[config.mk]
export PLATFORM = sky130hd
export DESIGN_NAME = lru_lookup_fill_cache
export DESIGN_NICKNAME = d
export VERILOG_FILES = /design/src/lfc_pkg.sv /design/src/lfc_ram.sv /design/src/lfc_ctrl.sv /design/src/lfc_dp.sv /design/src/lru_lookup_fill_cache.sv
export SDC_FILE = /design/constraint.sdc
export NUM_CORES = 2
export LEC_CHECK = 0
export BUFFER_PORTS_ARGS = -buffer_cell sky130_fd_sc_hd__buf_2
export CORE_ASPECT_RATIO = 0.9
export CORE_MARGIN = 2
export CORE_UTILIZATION = 55
export DETAILED_ROUTE_END_ITERATION = 7
export PLACE_DENSITY = 0.75
export SETUP_SLACK_MARGIN = 0.1
export SLEW_MARGIN = 15
export SYNTH_ARGS = -nofsm -noshare
export SYNTH_HDL_FRONTEND = slang
export SYNTH_HIERARCHICAL = 1
export SYNTH_SLANG_ARGS = --single-unit
[constraint.sdc]
create_clock -name i_clk -period 6.79 [get_ports i_clk]
set_input_delay 0.3395 -clock i_clk [delete_from_list [all_inputs] [get_ports i_clk]]
set_output_delay 0.3395 -clock i_clk [all_outputs]
set_load 0.005 [all_outputs]
[src/lfc_pkg.sv]
package lfc_pkg;

    // Default geometry of the cache.
    localparam int ENTRIES_DEF    = 16;
    localparam int KEY_BITS_DEF   = 32;
    localparam int VALUE_BITS_DEF = 32;

    // Capacity register.
    localparam int              CAP_BITS  = 5;
    localparam logic [CAP_BITS-1:0] CAP_RESET = CAP_BITS'(16);

    // Commands from the controller to the datapath.
    typedef struct packed {
        logic load;     // latch the incoming item
        logic compare;  // parallel key and rank compare
        logic select;   // pick the slot and read its value
        logic commit;   // update state and register the result
    } t_cmd;

endpackage

[src/lfc_ram.sv]
module lfc_ram #(
    parameter int WIDTH = 32,
    parameter int DEPTH = 16
) (
    input  logic                     i_clk,
    input  logic                     i_we,
    input  logic [$clog2(DEPTH)-1:0] i_waddr,
    input  logic [WIDTH-1:0]         i_wdata,
    input  logic [$clog2(DEPTH)-1:0] i_raddr,
    output logic [WIDTH-1:0]         o_rdata
);

    logic [WIDTH-1:0] r_mem [DEPTH];
    logic [WIDTH-1:0] r_rdata;

    always_ff @(posedge i_clk) begin
        if (i_we) begin
            r_mem[i_waddr] <= i_wdata;
        end
        r_rdata <= r_mem[i_raddr];
    end

    assign o_rdata = r_rdata;

endmodule

[src/lfc_ctrl.sv]
module lfc_ctrl
    import lfc_pkg::*;
(
    input  logic i_clk,
    input  logic i_rst_n,
    input  logic i_start,
    output logic o_busy,
    output t_cmd o_cmd
);

    localparam logic [1:0] ST_IDLE    = 2'd0;
    localparam logic [1:0] ST_COMPARE = 2'd1;
    localparam logic [1:0] ST_SELECT  = 2'd2;
    localparam logic [1:0] ST_COMMIT  = 2'd3;

    logic [1:0] r_state;
    logic [1:0] n_state;
    logic       busy;

    assign busy = (r_state != ST_IDLE);

    always_comb begin
        n_state = r_state;
        case (r_state)
            ST_IDLE: begin
                if (i_start) begin
                    n_state = ST_COMPARE;
                end
            end
            ST_COMPARE: n_state = ST_SELECT;
            ST_SELECT:  n_state = ST_COMMIT;
            ST_COMMIT:  n_state = ST_IDLE;
            default:    n_state = ST_IDLE;
        endcase
    end

    always_ff @(posedge i_clk) begin
        if (!i_rst_n) begin
            r_state <= ST_IDLE;
        end else begin
            r_state <= n_state;
        end
    end

    assign o_busy          = busy;
    assign o_cmd.load      = i_start && !busy;
    assign o_cmd.compare   = (r_state == ST_COMPARE);
    assign o_cmd.select    = (r_state == ST_SELECT);
    assign o_cmd.commit    = (r_state == ST_COMMIT);

endmodule

[src/lfc_dp.sv]
module lfc_dp
    import lfc_pkg::*;
#(
    parameter int ENTRIES    = ENTRIES_DEF,
    parameter int KEY_BITS   = KEY_BITS_DEF,
    parameter int VALUE_BITS = VALUE_BITS_DEF
) (
    input  logic                  i_clk,
    input  logic                  i_rst_n,
    input  t_cmd                  i_cmd,
    input  logic                  i_cfg_we,
    input  logic [CAP_BITS-1:0]   i_cfg_data,
    input  logic [KEY_BITS-1:0]   i_lookup_key,
    input  logic [VALUE_BITS-1:0] i_fill_value,
    output logic                  o_valid,
    output logic [VALUE_BITS-1:0] o_result_value,
    output logic                  o_hit,
    output logic                  o_evicted,
    output logic [KEY_BITS-1:0]   o_evicted_key,
    output logic [VALUE_BITS-1:0] o_evicted_value
);

    localparam int IW = $clog2(ENTRIES);
    localparam int CW = $clog2(ENTRIES + 1);
    localparam int LW = (CW > CAP_BITS) ? CW : CAP_BITS;

    // Item and configuration.
    logic [KEY_BITS-1:0]   r_key_in;
    logic [VALUE_BITS-1:0] r_fill_in;
    logic [CAP_BITS-1:0]   r_capacity;

    // Entry state: keys live in flops so all of them compare at once.
    logic [ENTRIES-1:0]    r_valid_vec;
    logic [IW-1:0]         r_rank [ENTRIES];
    logic [KEY_BITS-1:0]   r_keys [ENTRIES];
    logic [CW-1:0]         r_count;

    // Compare stage results.
    logic [ENTRIES-1:0]    r_hit_oh;
    logic [ENTRIES-1:0]    r_vic_oh;
    logic [ENTRIES-1:0]    r_free_oh;
    logic                  r_hit;
    logic                  r_evict;
    logic                  r_empty;

    // Select stage results.
    logic [IW-1:0]         r_slot;
    logic [IW-1:0]         r_hit_rank;
    logic [KEY_BITS-1:0]   r_vic_key;

    // Result registers.
    logic                  r_out_valid;
    logic [VALUE_BITS-1:0] r_out_value;
    logic                  r_out_hit;
    logic                  r_out_evicted;
    logic [KEY_BITS-1:0]   r_out_ekey;
    logic [VALUE_BITS-1:0] r_out_evalue;

    logic [ENTRIES-1:0]    n_hit_oh;
    logic [ENTRIES-1:0]    n_vic_oh;
    logic [ENTRIES-1:0]    n_free_oh;
    logic [ENTRIES-1:0]    free_vec;
    logic [CW-1:0]         count_m1;
    logic [LW-1:0]         cap_eff;
    logic [IW-1:0]         hit_idx;
    logic [IW-1:0]         vic_idx;
    logic [IW-1:0]         free_idx;
    logic [IW-1:0]         n_slot;
    logic [IW-1:0]         n_hit_rank;
    logic [KEY_BITS-1:0]   n_vic_key;
    logic [VALUE_BITS-1:0] ram_rdata;
    logic                  ram_we;
    logic                  self_evict;

    // ---------------- compare ----------------
    assign count_m1 = r_count - CW'(1);
    assign free_vec = ~r_valid_vec;
    assign n_free_oh = free_vec & (~free_vec + ENTRIES'(1));
    assign cap_eff  = (LW'(r_capacity) > LW'(ENTRIES)) ? LW'(ENTRIES) : LW'(r_capacity);

    always_comb begin
        for (int i = 0; i < ENTRIES; i++) begin
            n_hit_oh[i] = r_valid_vec[i] && (r_keys[i] == r_key_in);
            n_vic_oh[i] = r_valid_vec[i] && (CW'(r_rank[i]) == count_m1);
        end
    end

    // ---------------- select ----------------
    always_comb begin
        hit_idx    = '0;
        vic_idx    = '0;
        free_idx   = '0;
        n_hit_rank = '0;
        n_vic_key  = '0;
        for (int i = 0; i < ENTRIES; i++) begin
            if (r_hit_oh[i]) begin
                hit_idx    = hit_idx | IW'(i);
                n_hit_rank = n_hit_rank | r_rank[i];
            end
            if (r_vic_oh[i]) begin
                vic_idx   = vic_idx | IW'(i);
                n_vic_key = n_vic_key | r_keys[i];
            end
            if (r_free_oh[i]) begin
                free_idx = free_idx | IW'(i);
            end
        end
        if (r_hit) begin
            n_slot = hit_idx;
        end else if (r_evict) begin
            n_slot = vic_idx;
        end else begin
            n_slot = free_idx;
        end
    end

    // With an empty cache and capacity zero the new item is the victim.
    assign self_evict = !r_hit && r_evict && r_empty;
    assign ram_we     = i_cmd.commit && !r_hit && !self_evict;

    lfc_ram #(
        .WIDTH (VALUE_BITS),
        .DEPTH (ENTRIES)
    ) u_value_ram (
        .i_clk   (i_clk),
        .i_we    (ram_we),
        .i_waddr (r_slot),
        .i_wdata (r_fill_in),
        .i_raddr (n_slot),
        .o_rdata (ram_rdata)
    );

    // ---------------- control and entry state ----------------
    always_ff @(posedge i_clk) begin
        if (!i_rst_n) begin
            r_capacity  <= CAP_RESET;
            r_valid_vec <= '0;
            r_count     <= '0;
            r_out_valid <= 1'b0;
            for (int i = 0; i < ENTRIES; i++) begin
                r_rank[i] <= '0;
            end
        end else begin
            r_out_valid <= i_cmd.commit;
            if (i_cfg_we) begin
                r_capacity <= i_cfg_data;
            end
            if (ram_we && !r_evict) begin
                r_valid_vec[r_slot] <= 1'b1;
                r_count             <= r_count + CW'(1);
            end
            if (i_cmd.commit && !self_evict) begin
                // Promote the slot: entries more recent than its old rank age
                // by one. A fill or replacement ages every other entry.
                for (int i = 0; i < ENTRIES; i++) begin
                    if (IW'(i) == r_slot) begin
                        r_rank[i] <= '0;
                    end else if (r_valid_vec[i] && (!r_hit || r_rank[i] < r_hit_rank)) begin
                        r_rank[i] <= r_rank[i] + IW'(1);
                    end
                end
            end
        end
    end

    // ---------------- payload registers ----------------
    always_ff @(posedge i_clk) begin
        if (i_cmd.load) begin
            r_key_in  <= i_lookup_key;
            r_fill_in <= i_fill_value;
        end
        if (i_cmd.compare) begin
            r_hit_oh  <= n_hit_oh;
            r_vic_oh  <= n_vic_oh;
            r_free_oh <= n_free_oh;
            r_hit     <= |n_hit_oh;
            r_evict   <= (LW'(r_count) >= cap_eff);
            r_empty   <= (r_count == '0);
        end
        if (i_cmd.select) begin
            r_slot     <= n_slot;
            r_hit_rank <= n_hit_rank;
            r_vic_key  <= n_vic_key;
        end
        if (ram_we) begin
            for (int i = 0; i < ENTRIES; i++) begin
                if (IW'(i) == r_slot) begin
                    r_keys[i] <= r_key_in;
                end
            end
        end
        if (i_cmd.commit) begin
            r_out_hit     <= r_hit;
            r_out_value   <= r_hit ? ram_rdata : r_fill_in;
            r_out_evicted <= !r_hit && r_evict;
            if (r_hit || !r_evict) begin
                r_out_ekey   <= '0;
                r_out_evalue <= '0;
            end else if (r_empty) begin
                r_out_ekey   <= r_key_in;
                r_out_evalue <= r_fill_in;
            end else begin
                r_out_ekey   <= r_vic_key;
                r_out_evalue <= ram_rdata;
            end
        end
    end

    assign o_valid         = r_out_valid;
    assign o_result_value  = r_out_value;
    assign o_hit           = r_out_hit;
    assign o_evicted       = r_out_evicted;
    assign o_evicted_key   = r_out_ekey;
    assign o_evicted_value = r_out_evalue;

endmodule

[src/lru_lookup_fill_cache.sv]
// Fully associative cache with least-recently-used replacement and fill on
// miss. An item (key and fill value) is taken when start is high while busy is
// low. Busy then stays high while the key is compared against every stored
// entry in parallel, the slot is chosen and its value is read from the value
// memory, and the ranks are updated. The result appears on the output ports
// for exactly one cycle, marked by o_valid, once the item is through the
// compare, select and commit steps, and the receiver cannot stall it. A new
// item may be started in that same cycle; the block takes no new item while
// one is still in its compare, select and commit steps around the registered
// read of the value memory. On a hit the stored value is returned and the
// entry becomes the most recent. On a miss the fill value is stored as the
// most recent entry and returned; when the entry count has reached the
// capacity, the least recent entry is replaced and reported as evicted. With
// capacity zero and an empty cache the new item itself is reported as
// evicted and nothing is stored. Capacities above the number of entries act
// as the number of entries. Write the capacity register only while the block
// is idle.
module lru_lookup_fill_cache
    import lfc_pkg::*;
#(
    parameter int ENTRIES    = ENTRIES_DEF,
    parameter int KEY_BITS   = KEY_BITS_DEF,
    parameter int VALUE_BITS = VALUE_BITS_DEF
) (
    input  logic                  i_clk,
    input  logic                  i_rst_n,
    input  logic                  start,
    output logic                  busy,
    input  logic                  i_cfg_we,
    input  logic [CAP_BITS-1:0]   i_cfg_data,
    input  logic [KEY_BITS-1:0]   i_lookup_key,
    input  logic [VALUE_BITS-1:0] i_fill_value,
    output logic                  o_valid,
    output logic [VALUE_BITS-1:0] o_result_value,
    output logic                  o_hit,
    output logic                  o_evicted,
    output logic [KEY_BITS-1:0]   o_evicted_key,
    output logic [VALUE_BITS-1:0] o_evicted_value
);

    t_cmd cmd;

    // The controller sequences each item through its three working steps.
    lfc_ctrl u_ctrl (
        .i_clk   (i_clk),
        .i_rst_n (i_rst_n),
        .i_start (start),
        .o_busy  (busy),
        .o_cmd   (cmd)
    );

    // The datapath holds the entries, the ranks and the result registers.
    lfc_dp #(
        .ENTRIES    (ENTRIES),
        .KEY_BITS   (KEY_BITS),
        .VALUE_BITS (VALUE_BITS)
    ) u_dp (
        .i_clk           (i_clk),
        .i_rst_n         (i_rst_n),
        .i_cmd           (cmd),
        .i_cfg_we        (i_cfg_we),
        .i_cfg_data      (i_cfg_data),
        .i_lookup_key    (i_lookup_key),
        .i_fill_value    (i_fill_value),
        .o_valid         (o_valid),
        .o_result_value  (o_result_value),
        .o_hit           (o_hit),
        .o_evicted       (o_evicted),
        .o_evicted_key   (o_evicted_key),
        .o_evicted_value (o_evicted_value)
    );

endmodule

==> key figures <==
STA
  • Fin. Hold Viols: 0
  • Unrepaired setup endpoints after global routing: no
  • Clk_skew: 0.0292 ns
  • Minimum clock period: 4.17 ns
  • Final period utilization: approximately 60%
  • Relative slew margins: between 10% and 20%
  • Final setup fails: 0
  • Peak Freq: between 200 and 250 MHz
  • Setup TNS: 0 ns
  • Worst-Margin Slew: 1.23 ns
  • Slew Limit Fails: 0

Worst setup path
  • Crit Path Class: register to register
  • Worst EP arrival: 4.82 ns
  • Reg2reg end: u_dp/u_value_ram/o_rdata[15]
  • Nature of the critical path startpoint: register
  • Cell mode on critical path: buf_4
  • Critical Path Fanout Max: 77
  • CP Capture Type: register
  • Worst Setup SP: u_dp/r_vic_oh[3]
  • Slowest CP cell: buf_4
  • Worst Path Buf+Inv: 3
  • CP top delay family: buffers and inverters
  • CP cell instances: buf_4 -> nor4_1 -> nand3_1 -> o21ai_0 -> o21ai_4 -> buf_4 -> buf_4 -> mux4_2 -> a22oi_1 -> nand2_1
  • Flop-to-flop setup slack: around 2.6 ns
  • Required time worst endpoint: 7.44 ns
  • R2R cell count: 10
  • Slowest stage delay, CP: 0.94 ns
  • Worst R2R Start: u_dp/r_vic_oh[3]

Logic synthesis
  • Post-Syn Area: about 60000 um2
  • Async SR Flop Fraction: 0%
  • Ys flop type: edfxtp_1
  • Multiplexer area fraction after synthesis: 6.53%
  • Simple-Gate Fraction of Synth Area: 5.44%
  • Syn Area/Cell: 16.4 um2
  • Register bit total from synthesis: 1401
  • Count of cell types in the netlist: between 60 and 70
  • Post-synthesis xor/xnor area fraction: 8.70%
  • Syn nets: 3822
  • Register area share after synthesis: 68.8%
  • Mapped Cells: 3672
  • Post-synthesis adder-cell area fraction: between 1.5 and 2%
  • EDFF count, synth: 1340
  • Synth Area in Compound Gates: under 10%
  • Largest family of logic cells by synthesized area: XOR/XNOR gates
  • Yosys warning total: 6

Pwr
  • Sw Ratio: between 20% and 30%
  • Int Power: 16.0 mW
  • Power per standard cell area: 328 nW/um2
  • Peak supply drop: 0.317 mV
  • Switching power: 6.53 mW
  • Power share of the combinational group: 17.2%
  • Sequential power share: 47.5%
  • Clock Power Share: between 30% and 40%
  • Leakage power total: between 20 and 25 nW

Placed design
  • Port Buf Inserts: approximately 170
  • Dpl hpwl: ~110000 um
  • GPL Wtd Cong: 1.04

Clock tree
  • Max clock buf depth: 3
  • Clock buffer count from CTS: 143
  • Post_cts resized: 0
  • Worst-path clk slew: about 0.060 ns
  • TritonCTS Sinks: roughly 1400
  • CTS tree: done
  • Clock root buffer: clkbuf_16
  • Post-CTS Setup Bufs: 0
  • Clock Latency Late Sink: 0.79 ns
  • H-tree levels: 4

Global routing
  • Grt total ovfl: 0
  • Pin count of the biggest net entering global routing: between 70 and 80
  • First-pass GRT wire length: between 200000 and 300000 um
  • Antenna violations before repair: 8
  • Total global-route track usage: 32.4%
  • Vias in the first global route: 35900

Routing
  • WL final: 184000 um
  • Antenna Nets Post-Route: 0
  • First-pass DRT Iterations: 8
  • DRT iter0 DRCs: 5985
  • Routed WL per cell: 33.2 um
  • Vias per cell: between 6 and 7
  • Routed vias: approximately 37000
  • DRC violations left: 0

Die
  • DIE HEIGHT: 318 um
  • Std-Cell Rows: 115
  • DIE AREA: 112000 um2
  • I/O pin total: about 170
  • Core box area: ~110000 um2
  • Initial Util: 55.3%
  • Die X: 353 um

Layout
  • Area Growth Syn to Fin: 13.7%
  • Fin nets: 4114
  • Share of layout cells above drive strength 1: 17.5%
  • Core Util, Final: 62.9%

Min path
  • Hold_sp: i_rst_n
  • Hold path cells: 3
  • Hold crit path type: primary input to register
  • Hold Path End: u_dp/r_valid_vec[15]

Flow run
  • Max-cap violations: 0

Run status
  • Status: completed
==> sequential cells by signal, indices dropped and copies added, names as in the netlist, 5 cells and up <==
name / count
u_dp/r_valid_vec: 16
u_dp/o_evicted_key: 32
u_dp/r_capacity: 5
u_dp/r_count: 5
u_dp/r_vic_oh: 16
u_dp/o_result_value: 32
u_dp/u_value_ram/r_mem: 512
u_dp/o_evicted_value: 32
u_dp/r_keys: 512
u_dp/r_hit_oh: 16
u_dp/r_vic_key: 32
u_dp/r_rank: 64
u_dp/u_value_ram/o_rdata: 32
u_dp/r_free_oh: 15
u_dp/r_fill_in: 32
u_dp/r_key_in: 32
==> cell usage in the layout, fill, tap and decap left out, types with 69 or more instances in the layout <==
| cell | instances |
|---|---|
| ha_1 | 74 |
| nand4_1 | 155 |
| xnor2_1 | 428 |
| mux4_2 | 128 |
| xor2_1 | 159 |
| mux2i_1 | 69 |
| clkbuf_16 | 144 |
| buf_4 | 98 |
| a221oi_1 | 144 |
| nand2_1 | 75 |
| dlygate4sd3_1 | 76 |
| edfxtp_1 | 1340 |
| a22o_1 | 144 |
| buf_2 | 172 |
| nor2_1 | 149 |
==> layout make-up <==
cell class | count | area (um2)
multi-input cells | 2018 | 17700
well taps | 1462 | 1830
flip-flops and latches | 1401 | 41500
repair buffers | 357 | 2630
fillers | 7658 | 40400
inverters | 43 | 161
clock buffers | 176 | 3770
diodes | 3 | 7.51
clock inverters | 84 | 905
==> synthesized netlist by cell type (all sizes together) (3+ instances only) <==
library cell | number | area [um2]
nor3 | 31 | 160
nor4 | 69 | 463
a222oi | 5 | 50.1
a21oi | 23 | 115
edfxtp | 1340 | 40200
a22oi | 64 | 480
nand2b | 22 | 145
nand4 | 155 | 970
or2 | 6 | 37.5
o21a | 9 | 67.6
or4 | 3 | 22.5
mux2 | 32 | 360
xnor2 | 434 | 3850
o2111ai | 11 | 96.3
o211ai | 9 | 67.6
clkbuf | 97 | 364
nand3b | 4 | 30.0
nand3 | 45 | 225
o2111a | 7 | 78.8
o21ai | 21 | 105
o22ai | 8 | 50.1
inv | 43 | 161
a22o | 144 | 1260
a221oi | 145 | 1280
dfxtp | 61 | 1220
mux2i | 69 | 691
ha | 77 | 963
nor2 | 177 | 664
buf | 113 | 847
nand2 | 76 | 285
a21o | 34 | 255
mux4 | 128 | 2880
nor2b | 18 | 113
and3 | 8 | 50.1
and2 | 10 | 63.8
xor2 | 159 | 1390
==> worst max-delay path by stage <==
stage	end	depth (start not counted)
2_1_floorplan	u_dp/u_value_ram/r_mem[0][0]	6
3_3_place_gp	u_dp/u_value_ram/o_rdata[1]	8
3_5_place_dp	u_dp/u_value_ram/o_rdata[28]	8
4_1_cts	u_dp/u_value_ram/o_rdata[15]	8
5_1_grt	u_dp/u_value_ram/o_rdata[15]	10
6_report	u_dp/u_value_ram/o_rdata[15]	10
==> power groups by stage <==
stage	registers (mW)	logic (mW)	clock network (mW)
after detailed placement	10.9	3.69	0
after global placement	10.8	3.65	0
after floorplan	10.8	2.28	0
after global routing	10.7	3.98	8.34
after CTS	10.7	3.75	8.00
final	10.7	3.88	7.93
==> worst min-delay path, stage by stage <==
cell	delay, ns
buf_2	0.09
buf_4	0.30
o21a_1	0.19
==> repair_timing <==
action | in CTS | in global routing
hold buffers | 76 | 0
endpoints found under the hold margin | 71 | 0
setup endpoints to repair | 0 | 0
==> layer usage <==
metal	up-vias	GRT usage [%]	wire, um
met2	2875	48.6	82400
met5	-	0	42
met1	18700	43.3	66700
met4	6	16.4	10500
met3	571	9.56	24400
li1	15100	-	-
==> cells by family after synthesis <==
logic type               after synthesis
buffers and inverters                253
adder cells (fa/ha/maj)               77
multiplexers                         229
AO/OA/AOI/OAI                        489
XOR/XNOR                             593
flip-flops                          1401
AND/OR/NAND/NOR                      630
==> per-stage QoR <==
stage | power [mW] | std cells | hold WS, ns | area (um2) | setup slack, ns
after floorplan | 13.0 | 3672 | 0.421 | 60200 | 1.16
after global placement | 14.5 | 5195 | 0.496 | 62800 | 2.76
after detailed placement | 14.5 | 5205 | 0.506 | 63000 | 2.72
after CTS | 22.4 | 5541 | 0.174 | 68500 | 2.65
after global routing | 23.0 | 5542 | 0.238 | 68500 | 2.50
final | 22.5 | 5544 | 0.223 | 68500 | 2.62
No activity file was read; power rests on OpenSTA's default activity.
